<file path="config.mk">
export PLATFORM = sky130hd
export DESIGN_NAME = delimited_frame_command_queue_unit
export DESIGN_NICKNAME = d
export VERILOG_FILES = /design/src/hw/rtl/dfcq_pkg.sv /design/src/hw/rtl/dfcq_datapath.sv /design/src/hw/rtl/dfcq_ctrl.sv /design/src/hw/rtl/delimited_frame_command_queue_unit.sv
export SDC_FILE = /design/constraint.sdc
export NUM_CORES = 2
export LEC_CHECK = 0
export BUFFER_PORTS_ARGS = -buffer_cell sky130_fd_sc_hd__clkbuf_2
export CAP_MARGIN = 20
export CORE_AREA = 2 2 502 379
export CTS_BUF_LIST = sky130_fd_sc_hd__clkbuf_2
export CTS_CLUSTER_DIAMETER = 60
export DETAILED_ROUTE_END_ITERATION = 10
export DIE_AREA = 0 0 504 381
export GPL_TIMING_DRIVEN = 0
export RECOVER_POWER = 50
export SKIP_CTS_REPAIR_TIMING = 1
export SYNTH_ARGS = -nofsm -noshare
export SYNTH_HDL_FRONTEND = slang
export SYNTH_SLANG_ARGS = --single-unit
</file>
<file path="constraint.sdc">
create_clock -name clk_i -period 14 [get_ports clk_i]
set_clock_uncertainty 0.15 [all_clocks]
set_input_delay 2.8 -clock clk_i [delete_from_list [all_inputs] [get_ports clk_i]]
set_output_delay 2.8 -clock clk_i [all_outputs]
set_load 0.02 [all_outputs]
</file>
<file path="src/hw/rtl/dfcq_pkg.sv">
// Shared constants, codes and controller/datapath interface types of the frame command queue.
`default_nettype none

package dfcq_pkg;

  localparam int unsigned MaxCmdLen  = 32;
  localparam int unsigned AsmBytes   = 32;
  localparam int unsigned QueueDepth = 4;
  localparam int unsigned ResultCap  = 31;

  localparam logic [7:0] Terminator = 8'h21;

  localparam int unsigned FrameLimit =
      ((MaxCmdLen < AsmBytes) ? MaxCmdLen : AsmBytes) - 1;
  localparam int unsigned FillW     = $clog2(FrameLimit + 1);
  localparam int unsigned AsmIdxW   = $clog2(AsmBytes);
  localparam int unsigned SlotW     = (QueueDepth > 1) ? $clog2(QueueDepth) : 1;
  localparam int unsigned CountW    = $clog2(QueueDepth + 1);
  localparam int unsigned QmemDepth = QueueDepth * MaxCmdLen;
  localparam int unsigned QAddrW    = $clog2(QmemDepth);

  typedef enum logic [1:0] {
    OP_RX    = 2'd0,
    OP_POP   = 2'd1,
    OP_CLEAR = 2'd2
  } op_e;

  typedef enum logic [1:0] {
    KIND_STATUS = 2'd0,
    KIND_BYTE   = 2'd1,
    KIND_EMPTY  = 2'd2,
    KIND_ZERO   = 2'd3
  } kind_e;

  typedef enum logic [1:0] {
    PS_IDLE      = 2'd0,
    PS_RECEIVING = 2'd1,
    PS_PENDING   = 2'd2
  } parse_state_e;

  typedef enum logic [2:0] {
    ST_IDLE,
    ST_EXEC,
    ST_COPY,
    ST_COMMIT,
    ST_EMIT,
    ST_POP_RD,
    ST_POP_EMIT
  } ctrl_state_e;

  typedef struct packed {
    logic  latch;
    logic  rx_store;
    logic  rx_overflow;
    logic  end_discard;
    logic  drop_frame;
    logic  copy_step;
    logic  commit;
    logic  pop_start;
    logic  pop_read;
    logic  pop_next;
    logic  clear;
    logic  emit;
    kind_e emit_kind;
    logic  emit_last;
  } dp_cmd_t;

  typedef struct packed {
    logic [1:0] op;
    logic       is_term;
    logic       discarding;
    logic       fill_zero;
    logic       fill_full;
    logic       queue_full;
    logic       queue_empty;
    logic       copy_zero;
    logic       copy_last;
    logic       pop_last;
    logic       out_free;
  } dp_status_t;

endpackage

`default_nettype wire

</file>
<file path="src/hw/rtl/dfcq_datapath.sv">
// Datapath of the frame command queue: buffers, queue memory, pointers, counters and result register.
`default_nettype none

module dfcq_datapath (
  input  wire logic                 clk_i,
  input  wire logic                 rst_ni,
  input  wire logic [1:0]           op_i,
  input  wire logic [7:0]           rx_byte_i,
  input  wire logic [7:0]           out_limit_i,
  input  wire logic                 out_stall_i,
  input  wire dfcq_pkg::dp_cmd_t    cmd_i,
  output dfcq_pkg::dp_status_t      status_o,
  output logic                      out_valid_o,
  output logic [1:0]                kind_o,
  output logic [7:0]                data_byte_o,
  output logic [4:0]                cmd_length_o,
  output logic                      is_last_o,
  output logic [1:0]                parse_state_o,
  output logic [2:0]                queue_count_o,
  output logic [31:0]               frame_overflows_o,
  output logic [31:0]               queue_overflows_o
);

  logic [7:0] abuf_mem [dfcq_pkg::AsmBytes];
  logic [7:0] qmem     [dfcq_pkg::QmemDepth];

  logic [1:0] op_q;
  logic [7:0] byte_q;
  logic [7:0] limit_q;

  logic [dfcq_pkg::FillW-1:0]  fill_q, fill_d;
  logic                        disc_q, disc_d;
  dfcq_pkg::parse_state_e      pstate_q, pstate_d;
  logic [dfcq_pkg::FillW-1:0]  slot_len_q [dfcq_pkg::QueueDepth];
  logic [dfcq_pkg::SlotW-1:0]  rp_q, rp_d;
  logic [dfcq_pkg::SlotW-1:0]  wp_q, wp_d;
  logic [dfcq_pkg::CountW-1:0] count_q, count_d;
  logic [31:0]                 fovf_q, fovf_d;
  logic [31:0]                 qovf_q, qovf_d;

  logic [dfcq_pkg::FillW-1:0]  cp_idx_q;
  logic [dfcq_pkg::FillW-1:0]  wr_idx_q;
  logic                        wr_pend_q;
  logic [7:0]                  abuf_rdata_q;

  logic [dfcq_pkg::SlotW-1:0]  pop_slot_q;
  logic [dfcq_pkg::FillW-1:0]  pop_len_q;
  logic [dfcq_pkg::FillW-1:0]  pop_copy_q;
  logic [dfcq_pkg::FillW-1:0]  pop_idx_q;
  logic [7:0]                  qrdata_q;

  logic                        out_valid_q;
  dfcq_pkg::kind_e             out_kind_q;
  logic [7:0]                  out_data_q;
  logic [4:0]                  out_len_q;
  logic                        out_last_q;
  logic [1:0]                  out_pstate_q;
  logic [2:0]                  out_count_q;
  logic [31:0]                 out_fovf_q;
  logic [31:0]                 out_qovf_q;

  logic [dfcq_pkg::FillW-1:0]  head_len;
  logic [8:0]                  copy_w;
  logic [dfcq_pkg::QAddrW-1:0] wr_addr;
  logic [dfcq_pkg::QAddrW-1:0] rd_addr;
  logic [dfcq_pkg::SlotW-1:0]  rp_next;
  logic [dfcq_pkg::SlotW-1:0]  wp_next;
  logic [dfcq_pkg::CountW-1:0] count_dec;

  assign head_len = slot_len_q[rp_q];

  always_comb begin
    copy_w = 9'd0;
    if (limit_q != 8'd0) begin
      if (9'(head_len) >= 9'(limit_q)) begin
        copy_w = 9'(limit_q) - 9'd1;
      end else begin
        copy_w = 9'(head_len);
      end
    end
    if (copy_w > 9'(dfcq_pkg::ResultCap)) begin
      copy_w = 9'(dfcq_pkg::ResultCap);
    end
    if (copy_w > 9'(dfcq_pkg::MaxCmdLen)) begin
      copy_w = 9'(dfcq_pkg::MaxCmdLen);
    end
  end

  assign rp_next   = (rp_q == dfcq_pkg::SlotW'(dfcq_pkg::QueueDepth - 1)) ?
                     '0 : rp_q + 1'b1;
  assign wp_next   = (wp_q == dfcq_pkg::SlotW'(dfcq_pkg::QueueDepth - 1)) ?
                     '0 : wp_q + 1'b1;
  assign count_dec = count_q - 1'b1;

  assign wr_addr = dfcq_pkg::QAddrW'(wp_q) * dfcq_pkg::QAddrW'(dfcq_pkg::MaxCmdLen)
                 + dfcq_pkg::QAddrW'(wr_idx_q);
  assign rd_addr = dfcq_pkg::QAddrW'(pop_slot_q) * dfcq_pkg::QAddrW'(dfcq_pkg::MaxCmdLen)
                 + dfcq_pkg::QAddrW'(pop_idx_q);

  always_comb begin
    fill_d   = fill_q;
    disc_d   = disc_q;
    pstate_d = pstate_q;
    rp_d     = rp_q;
    wp_d     = wp_q;
    count_d  = count_q;
    fovf_d   = fovf_q;
    qovf_d   = qovf_q;
    if (cmd_i.rx_store) begin
      fill_d   = fill_q + 1'b1;
      pstate_d = dfcq_pkg::PS_RECEIVING;
    end
    if (cmd_i.rx_overflow) begin
      fill_d   = '0;
      disc_d   = 1'b1;
      fovf_d   = fovf_q + 32'd1;
      pstate_d = dfcq_pkg::PS_RECEIVING;
    end
    if (cmd_i.end_discard) begin
      fill_d   = '0;
      disc_d   = 1'b0;
      pstate_d = (count_q != '0) ? dfcq_pkg::PS_PENDING : dfcq_pkg::PS_IDLE;
    end
    if (cmd_i.drop_frame) begin
      fill_d = '0;
      qovf_d = qovf_q + 32'd1;
    end
    if (cmd_i.commit) begin
      fill_d   = '0;
      wp_d     = wp_next;
      count_d  = count_q + 1'b1;
      pstate_d = dfcq_pkg::PS_PENDING;
    end
    if (cmd_i.pop_start) begin
      rp_d     = rp_next;
      count_d  = count_dec;
      pstate_d = (count_dec != '0) ? dfcq_pkg::PS_PENDING : dfcq_pkg::PS_IDLE;
    end
    if (cmd_i.clear) begin
      fill_d   = '0;
      disc_d   = 1'b0;
      pstate_d = dfcq_pkg::PS_IDLE;
      rp_d     = '0;
      wp_d     = '0;
      count_d  = '0;
    end
  end

  always_ff @(posedge clk_i or negedge rst_ni) begin
    if (!rst_ni) begin
      fill_q    <= '0;
      disc_q    <= 1'b0;
      pstate_q  <= dfcq_pkg::PS_IDLE;
      rp_q      <= '0;
      wp_q      <= '0;
      count_q   <= '0;
      fovf_q    <= '0;
      qovf_q    <= '0;
      wr_pend_q <= 1'b0;
      cp_idx_q  <= '0;
      for (int i = 0; i < dfcq_pkg::QueueDepth; i++) begin
        slot_len_q[i] <= '0;
      end
    end else begin
      fill_q    <= fill_d;
      disc_q    <= disc_d;
      pstate_q  <= pstate_d;
      rp_q      <= rp_d;
      wp_q      <= wp_d;
      count_q   <= count_d;
      fovf_q    <= fovf_d;
      qovf_q    <= qovf_d;
      wr_pend_q <= cmd_i.copy_step;
      if (cmd_i.latch) begin
        cp_idx_q <= '0;
      end else if (cmd_i.copy_step) begin
        cp_idx_q <= cp_idx_q + 1'b1;
      end
      if (cmd_i.commit) begin
        slot_len_q[wp_q] <= fill_q;
      end
      if (cmd_i.pop_start) begin
        slot_len_q[rp_q] <= '0;
      end
    end
  end

  always_ff @(posedge clk_i) begin
    if (cmd_i.latch) begin
      op_q    <= op_i;
      byte_q  <= rx_byte_i;
      limit_q <= out_limit_i;
    end
    if (cmd_i.rx_store) begin
      abuf_mem[dfcq_pkg::AsmIdxW'(fill_q)] <= byte_q;
    end
    if (cmd_i.copy_step) begin
      abuf_rdata_q <= abuf_mem[dfcq_pkg::AsmIdxW'(cp_idx_q)];
      wr_idx_q     <= cp_idx_q;
    end
  end

  always_ff @(posedge clk_i) begin
    if (wr_pend_q) begin
      qmem[wr_addr] <= abuf_rdata_q;
    end
    if (cmd_i.pop_read) begin
      qrdata_q <= qmem[rd_addr];
    end
  end

  always_ff @(posedge clk_i) begin
    if (cmd_i.pop_start) begin
      pop_slot_q <= rp_q;
      pop_len_q  <= head_len;
      pop_copy_q <= dfcq_pkg::FillW'(copy_w);
      pop_idx_q  <= '0;
    end else if (cmd_i.pop_next) begin
      pop_idx_q  <= pop_idx_q + 1'b1;
    end
  end

  always_ff @(posedge clk_i or negedge rst_ni) begin
    if (!rst_ni) begin
      out_valid_q <= 1'b0;
    end else if (cmd_i.emit) begin
      out_valid_q <= 1'b1;
    end else if (!out_stall_i) begin
      out_valid_q <= 1'b0;
    end
  end

  always_ff @(posedge clk_i) begin
    if (cmd_i.emit) begin
      out_kind_q   <= cmd_i.emit_kind;
      out_data_q   <= (cmd_i.emit_kind == dfcq_pkg::KIND_BYTE) ? qrdata_q : 8'd0;
      out_len_q    <= (cmd_i.emit_kind == dfcq_pkg::KIND_BYTE ||
                       cmd_i.emit_kind == dfcq_pkg::KIND_ZERO) ? 5'(pop_len_q) : 5'd0;
      out_last_q   <= cmd_i.emit_last;
      out_pstate_q <= pstate_q;
      out_count_q  <= 3'(count_q);
      out_fovf_q   <= fovf_q;
      out_qovf_q   <= qovf_q;
    end
  end

  always_comb begin
    status_o.op          = op_q;
    status_o.is_term     = (byte_q == dfcq_pkg::Terminator);
    status_o.discarding  = disc_q;
    status_o.fill_zero   = (fill_q == '0);
    status_o.fill_full   = (fill_q >= dfcq_pkg::FillW'(dfcq_pkg::FrameLimit));
    status_o.queue_full  = (count_q >= dfcq_pkg::CountW'(dfcq_pkg::QueueDepth));
    status_o.queue_empty = (count_q == '0);
    status_o.copy_zero   = (copy_w == 9'd0);
    status_o.copy_last   = (cp_idx_q == fill_q - 1'b1);
    status_o.pop_last    = (pop_idx_q + 1'b1 == pop_copy_q);
    status_o.out_free    = !out_valid_q || !out_stall_i;
  end

  assign out_valid_o       = out_valid_q;
  assign kind_o            = out_kind_q;
  assign data_byte_o       = out_data_q;
  assign cmd_length_o      = out_len_q;
  assign is_last_o         = out_last_q;
  assign parse_state_o     = out_pstate_q;
  assign queue_count_o     = out_count_q;
  assign frame_overflows_o = out_fovf_q;
  assign queue_overflows_o = out_qovf_q;

endmodule

`default_nettype wire

</file>
<file path="src/hw/rtl/dfcq_ctrl.sv">
// Controller state machine of the frame command queue.
`default_nettype none

module dfcq_ctrl (
  input  wire logic                 clk_i,
  input  wire logic                 rst_ni,
  input  wire logic                 in_valid_i,
  output logic                      in_stall_o,
  input  wire dfcq_pkg::dp_status_t status_i,
  output dfcq_pkg::dp_cmd_t         cmd_o
);

  dfcq_pkg::ctrl_state_e state_q, state_d;
  dfcq_pkg::kind_e       kind_q, kind_d;
  logic                  accept;

  assign in_stall_o = (state_q != dfcq_pkg::ST_IDLE);
  assign accept     = in_valid_i && !in_stall_o;

  always_comb begin
    state_d = state_q;
    kind_d  = kind_q;
    case (state_q)
      dfcq_pkg::ST_IDLE: begin
        if (accept) begin
          state_d = dfcq_pkg::ST_EXEC;
        end
      end
      dfcq_pkg::ST_EXEC: begin
        state_d = dfcq_pkg::ST_EMIT;
        kind_d  = dfcq_pkg::KIND_STATUS;
        case (dfcq_pkg::op_e'(status_i.op))
          dfcq_pkg::OP_RX: begin
            if (status_i.is_term && !status_i.discarding && !status_i.fill_zero &&
                !status_i.queue_full) begin
              state_d = dfcq_pkg::ST_COPY;
            end
          end
          dfcq_pkg::OP_POP: begin
            if (status_i.queue_empty) begin
              kind_d = dfcq_pkg::KIND_EMPTY;
            end else if (status_i.copy_zero) begin
              kind_d = dfcq_pkg::KIND_ZERO;
            end else begin
              state_d = dfcq_pkg::ST_POP_RD;
            end
          end
          default: begin
          end
        endcase
      end
      dfcq_pkg::ST_COPY: begin
        if (status_i.copy_last) begin
          state_d = dfcq_pkg::ST_COMMIT;
        end
      end
      dfcq_pkg::ST_COMMIT: begin
        state_d = dfcq_pkg::ST_EMIT;
      end
      dfcq_pkg::ST_EMIT: begin
        if (status_i.out_free) begin
          state_d = dfcq_pkg::ST_IDLE;
        end
      end
      dfcq_pkg::ST_POP_RD: begin
        state_d = dfcq_pkg::ST_POP_EMIT;
      end
      dfcq_pkg::ST_POP_EMIT: begin
        if (status_i.out_free) begin
          state_d = status_i.pop_last ? dfcq_pkg::ST_IDLE : dfcq_pkg::ST_POP_RD;
        end
      end
      default: begin
        state_d = dfcq_pkg::ST_IDLE;
      end
    endcase
  end

  always_comb begin
    cmd_o           = '0;
    cmd_o.emit_kind = kind_q;
    case (state_q)
      dfcq_pkg::ST_IDLE: begin
        cmd_o.latch = accept;
      end
      dfcq_pkg::ST_EXEC: begin
        case (dfcq_pkg::op_e'(status_i.op))
          dfcq_pkg::OP_RX: begin
            if (status_i.is_term) begin
              if (status_i.discarding) begin
                cmd_o.end_discard = 1'b1;
              end else if (!status_i.fill_zero && status_i.queue_full) begin
                cmd_o.drop_frame = 1'b1;
              end
            end else if (!status_i.discarding) begin
              cmd_o.rx_store    = !status_i.fill_full;
              cmd_o.rx_overflow = status_i.fill_full;
            end
          end
          dfcq_pkg::OP_POP: begin
            cmd_o.pop_start = !status_i.queue_empty;
          end
          dfcq_pkg::OP_CLEAR: begin
            cmd_o.clear = 1'b1;
          end
          default: begin
          end
        endcase
      end
      dfcq_pkg::ST_COPY: begin
        cmd_o.copy_step = 1'b1;
      end
      dfcq_pkg::ST_COMMIT: begin
        cmd_o.commit = 1'b1;
      end
      dfcq_pkg::ST_EMIT: begin
        cmd_o.emit      = status_i.out_free;
        cmd_o.emit_last = 1'b1;
      end
      dfcq_pkg::ST_POP_RD: begin
        cmd_o.pop_read = 1'b1;
      end
      dfcq_pkg::ST_POP_EMIT: begin
        cmd_o.emit      = status_i.out_free;
        cmd_o.emit_kind = dfcq_pkg::KIND_BYTE;
        cmd_o.emit_last = status_i.pop_last;
        cmd_o.pop_next  = status_i.out_free;
      end
      default: begin
      end
    endcase
  end

  always_ff @(posedge clk_i or negedge rst_ni) begin
    if (!rst_ni) begin
      state_q <= dfcq_pkg::ST_IDLE;
      kind_q  <= dfcq_pkg::KIND_STATUS;
    end else begin
      state_q <= state_d;
      kind_q  <= kind_d;
    end
  end

endmodule

`default_nettype wire

</file>
<file path="src/hw/rtl/delimited_frame_command_queue_unit.sv">
// Top level of the delimited frame command queue.
//
// Channel  Direction  Handshake                Payload
// input    in         in_valid_i / in_stall_o  op_i, rx_byte_i, out_limit_i
// result   out        out_valid_o / out_stall_i kind_o, data_byte_o, cmd_length_o, is_last_o,
//                                              parse_state_o, queue_count_o,
//                                              frame_overflows_o, queue_overflows_o
//
// One word is taken at a time. A terminator that queues a frame of n bytes copies them
// one by one through the single read port of the assembly buffer into the queue memory.
// A pop gives one result per copied byte, each fed by the registered queue read.
// Reset clears all control state and both counters; no clearing pass is needed.
// A stalled result holds in the output register, and the next word may already be taken.
`default_nettype none

module delimited_frame_command_queue_unit (
  input  wire logic        clk_i,
  input  wire logic        rst_ni,
  input  wire logic        in_valid_i,
  output logic             in_stall_o,
  input  wire logic [1:0]  op_i,
  input  wire logic [7:0]  rx_byte_i,
  input  wire logic [7:0]  out_limit_i,
  output logic             out_valid_o,
  input  wire logic        out_stall_i,
  output logic [1:0]       kind_o,
  output logic [7:0]       data_byte_o,
  output logic [4:0]       cmd_length_o,
  output logic             is_last_o,
  output logic [1:0]       parse_state_o,
  output logic [2:0]       queue_count_o,
  output logic [31:0]      frame_overflows_o,
  output logic [31:0]      queue_overflows_o
);

  dfcq_pkg::dp_cmd_t    cmd;
  dfcq_pkg::dp_status_t status;

  dfcq_ctrl u_ctrl (
    .clk_i      (clk_i),
    .rst_ni     (rst_ni),
    .in_valid_i (in_valid_i),
    .in_stall_o (in_stall_o),
    .status_i   (status),
    .cmd_o      (cmd)
  );

  dfcq_datapath u_datapath (
    .clk_i             (clk_i),
    .rst_ni            (rst_ni),
    .op_i              (op_i),
    .rx_byte_i         (rx_byte_i),
    .out_limit_i       (out_limit_i),
    .out_stall_i       (out_stall_i),
    .cmd_i             (cmd),
    .status_o          (status),
    .out_valid_o       (out_valid_o),
    .kind_o            (kind_o),
    .data_byte_o       (data_byte_o),
    .cmd_length_o      (cmd_length_o),
    .is_last_o         (is_last_o),
    .parse_state_o     (parse_state_o),
    .queue_count_o     (queue_count_o),
    .frame_overflows_o (frame_overflows_o),
    .queue_overflows_o (queue_overflows_o)
  );

endmodule

`default_nettype wire

</file>
==> results.py <==
metrics = {
    "status": {
        "status": "finished with violations",
        "violations": "capacitance limit, slew limit",
    },
    "critical_path": {
        "required_ps": 14190,
        "critPathCaptureType": "asynchronous set/reset pin",
        "crit_type": "in2async",
        "slowest_delay_ps": 4030,
        "slowest_stage": "clkbuf_1",
        "critPathTopFamily": "buffers and inverters",
        "critical_path_buf_inv_count": 2,
        "crit_top_cell": "clkbuf_1",
        "cp_cell_sequence": "clkbuf_1 > clkbuf_1",
        "critPathLaunchType": "input port",
        "worstPathArrival_ps": 7500,
        "crit_fanout": 100,
    },
    "global_routing": {
        "track_usage_pct": 15.7,
        "antenna_found_initial": 5,
        "grt_pass1_wl_um": 220000,
        "overflow": 0,
        "grt_max_degree": 101,
        "grt_pass1_vias": 32400,
    },
    "floorplanning": {
        "dieArea_um2": 192000,
        "pin_count": 109,
        "core_region_area_um2": 188000,
        "initial_core_util_pct": 31.8,
        "rows": 138,
        "die_x_um": 504,
        "die_h_um": 381,
    },
    "power_and_ir_drop": {
        "p_sw_share_pct": 32.4,
        "ir_drop_mv": 0.0814,
        "p_comb_share_pct": 22.6,
        "p_switching_mw": 3.48,
        "internal_power_mw": 7.28,
        "p_per_area_nw_per_um2": 161,
        "leakage_nw": 21.6,
        "p_seq_share_pct": 50.8,
        "p_clk_share_pct": 26.6,
    },
    "route": {
        "dr.pass1.iters": 8,
        "wirelength_um": 155000,
        "route.detailed.drc": 0,
        "drtAntennaViolNets": 0,
        "vias": 32200,
        "drtIter0Drc": 3817,
        "vias_per_cell": 5.00,
        "wl_per_cell_um": 24.0,
    },
    "synth": {
        "muxShareOfSynthArea_pct": 13.2,
        "synthSimpleGateAreaFrac_pct": 4.26,
        "ys_seq_area_share_pct": 76.3,
        "avgSynthCellArea_um2": 19.2,
        "ys_ff_latch": 1532,
        "synth_compound_area_share_pct": 3.22,
        "syn-num-nets": 3146,
        "ys.flop_type": "edfxtp_1",
        "synth_top_family_by_area": "multiplexers",
        "yosys_warnings": 0,
        "synth_edf_count": 1416,
        "async_flop_share_pct": 7.25,
        "synthAdderAreaFrac_pct": 0.609,
        "synth_xor_area_share_pct": 1.32,
        "postSynthCellCount": 3095,
        "synth.distinct_cells": 56,
        "synth.cell_area_um2": 59500,
    },
    "placement": {
        "dpl.hpwl_um": 106000,
        "gp_congestion": 0.838,
        "io_buffer_count": 108,
        "place_inst": 5795,
    },
    "final_layout": {
        "drive_gt1_share_pct": 25.7,
        "multi_input_area_um2": 13500,
        "stdcell_count": 6438,
        "fin_util_pct": 35.7,
        "area_growth_syn_to_layout_pct": 12.5,
        "final_cell_mix": "1416 x edfxtp_1, 642 x clkbuf_2, 277 x mux4_2, 224 x nor2_1, 171 x clkbuf_1",
        "fillers": 17800,
        "layout.nets": 3696,
        "final_common_cell": "edfxtp_1",
        "seqCellArea_um2": 45400,
    },
    "job": {
        "cap_violations": 4,
    },
    "clock_tree": {
        "cts_tree": "built",
        "htree_levels": 5,
        "cts_made_buffers": 359,
        "clk_latency_ps": 1710,
        "clk_pin_slew_ps": 100,
        "cts_buffer_depth": 4,
        "numClockSinks": 1532,
        "cts_root_buf": "clkbuf_2",
    },
    "timing": {
        "worst_pin_slew_ps": 5740,
        "fmaxAchievable_mhz": 137,
        "final.min_clock_period_ps": 7310,
        "period_share_pct": 52.2,
        "relSlewSlack_pct": -282,
        "slew_violations": 187,
        "setup_viol": 0,
        "rsz0062_at_grt": "false",
        "hold_viol_final": 0,
        "tns_ps": 0,
    },
    "hold_path": {
        "hold_path_class": "reg2reg",
    },
}
[sequential cells by signal (all words and copies together), names as in the netlist, 20 cells and up]
signal,count
u_datapath.queue_overflows_o,32
u_datapath.fovf_q,32
u_datapath.qovf_q,32
u_datapath.frame_overflows_o,32
u_datapath.qmem,1024
u_datapath.abuf_mem,256
u_datapath.slot_len_q,20
[synthesized netlist by cell type (all sizes together) (2+ instances only)]
master / n / area share [%]
o2111ai: 2 / 0.029
nor2b: 15 / 0.16
nand3b: 9 / 0.11
inv: 26 / 0.16
nor3b: 2 / 0.025
nand4: 28 / 0.29
and4: 5 / 0.074
a31oi: 6 / 0.063
nor4b: 5 / 0.095
xor2: 34 / 0.50
xnor2: 56 / 0.82
o22ai: 71 / 0.75
nand3: 49 / 0.42
and3: 14 / 0.15
a311oi: 2 / 0.029
nand2: 140 / 0.88
buf: 42 / 0.29
or3: 5 / 0.053
mux2i: 150 / 2.5
mux2: 10 / 0.19
nor4: 5 / 0.074
dfxtp: 5 / 0.17
and2: 12 / 0.13
ha: 29 / 0.61
edfxtp: 1416 / 71
dfrtp: 111 / 4.7
or2: 2 / 0.021
a22oi: 64 / 0.81
a21oi: 46 / 0.39
o21ai: 8 / 0.067
or3b: 7 / 0.10
a211oi: 74 / 0.93
or4: 3 / 0.044
mux4: 277 / 10
clkbuf: 110 / 0.69
nor2: 225 / 1.4
nor3: 19 / 0.17
[routing by layer]
layer | share of wire [%] | wire (µm) | vias to the layer above | global-route usage, %
li1 | - | - | 13800 | -
met1 | 44 | 67900 | 16600 | 22.4
met2 | 43 | 66400 | 1498 | 22.0
met3 | 11 | 17400 | 215 | 6.25
met4 | 1.8 | 2860 | 4 | 4.64
met5 | 0.083 | 129 | - | 0.422
[final timing paths]
| kind | from | to | slack (ps) | depth (start not counted) |
|---|---|---|---|---|
| worst max-delay path | rst_ni | u_datapath.wp_q[1] | 6690 | 2 |
| worst min-delay path | u_datapath.cp_idx_q[4] | u_datapath.wr_idx_q[4] | 310 | 0 |
| worst max register to register | u_datapath.abuf_rdata_q[7] | u_datapath.qmem[114][7] | 8100 | 5 |
| worst min register to register | u_datapath.cp_idx_q[4] | u_datapath.wr_idx_q[4] | 310 | 0 |
| max in group clk_i | u_ctrl.state_q[1] | in_stall_o | 7710 | 4 |
| min in group asynchronous | rst_ni | u_datapath.fill_q[4] | 1030 | 1 |
[cells by family after synthesis]
kind of cell,Yosys count
flops,1532
xor+xnor,90
fa+ha+maj,29
simple gates,547
compound gates,281
mux,437
buf+inv,179
[cell type report]
cell class / instances / area share (%)
antenna: 6 / 0.0224
timing repair buffer: 189 / 1.67
tap: 2520 / 4.71
clock buffer: 540 / 4.04
multi-input combinational: 1384 / 20.1
sequential: 1532 / 67.8
clock inverter: 88 / 0.671
buffer: 152 / 0.874
inverter: 27 / 0.151
[power by group through the flow]
stage	logic, mW	registers (mW)	clock network, mW
2_1_floorplan	1.29	5.71	0
3_3_place_gp	2.11	5.83	0
3_5_place_dp	2.52	5.60	0
4_1_cts	2.53	5.49	2.93
5_1_grt	2.57	5.49	3.17
6_report	2.43	5.47	2.86
[through the flow]
stage | total power [mW] | worst slack (ps) | hold slack [ps] | cell area [µm²]
5_1_grt | 11.2 | 5530 | 293 | 67000
4_1_cts | 11.0 | 7520 | 253 | 68000
6_report | 10.8 | 6690 | 309 | 67000
2_1_floorplan | 6.99 | 6360 | 273 | 59500
3_5_place_dp | 8.12 | 9170 | 288 | 64800
3_3_place_gp | 7.94 | 4430 | 288 | 63200
No activity file was read; power rests on OpenSTA's default activity.
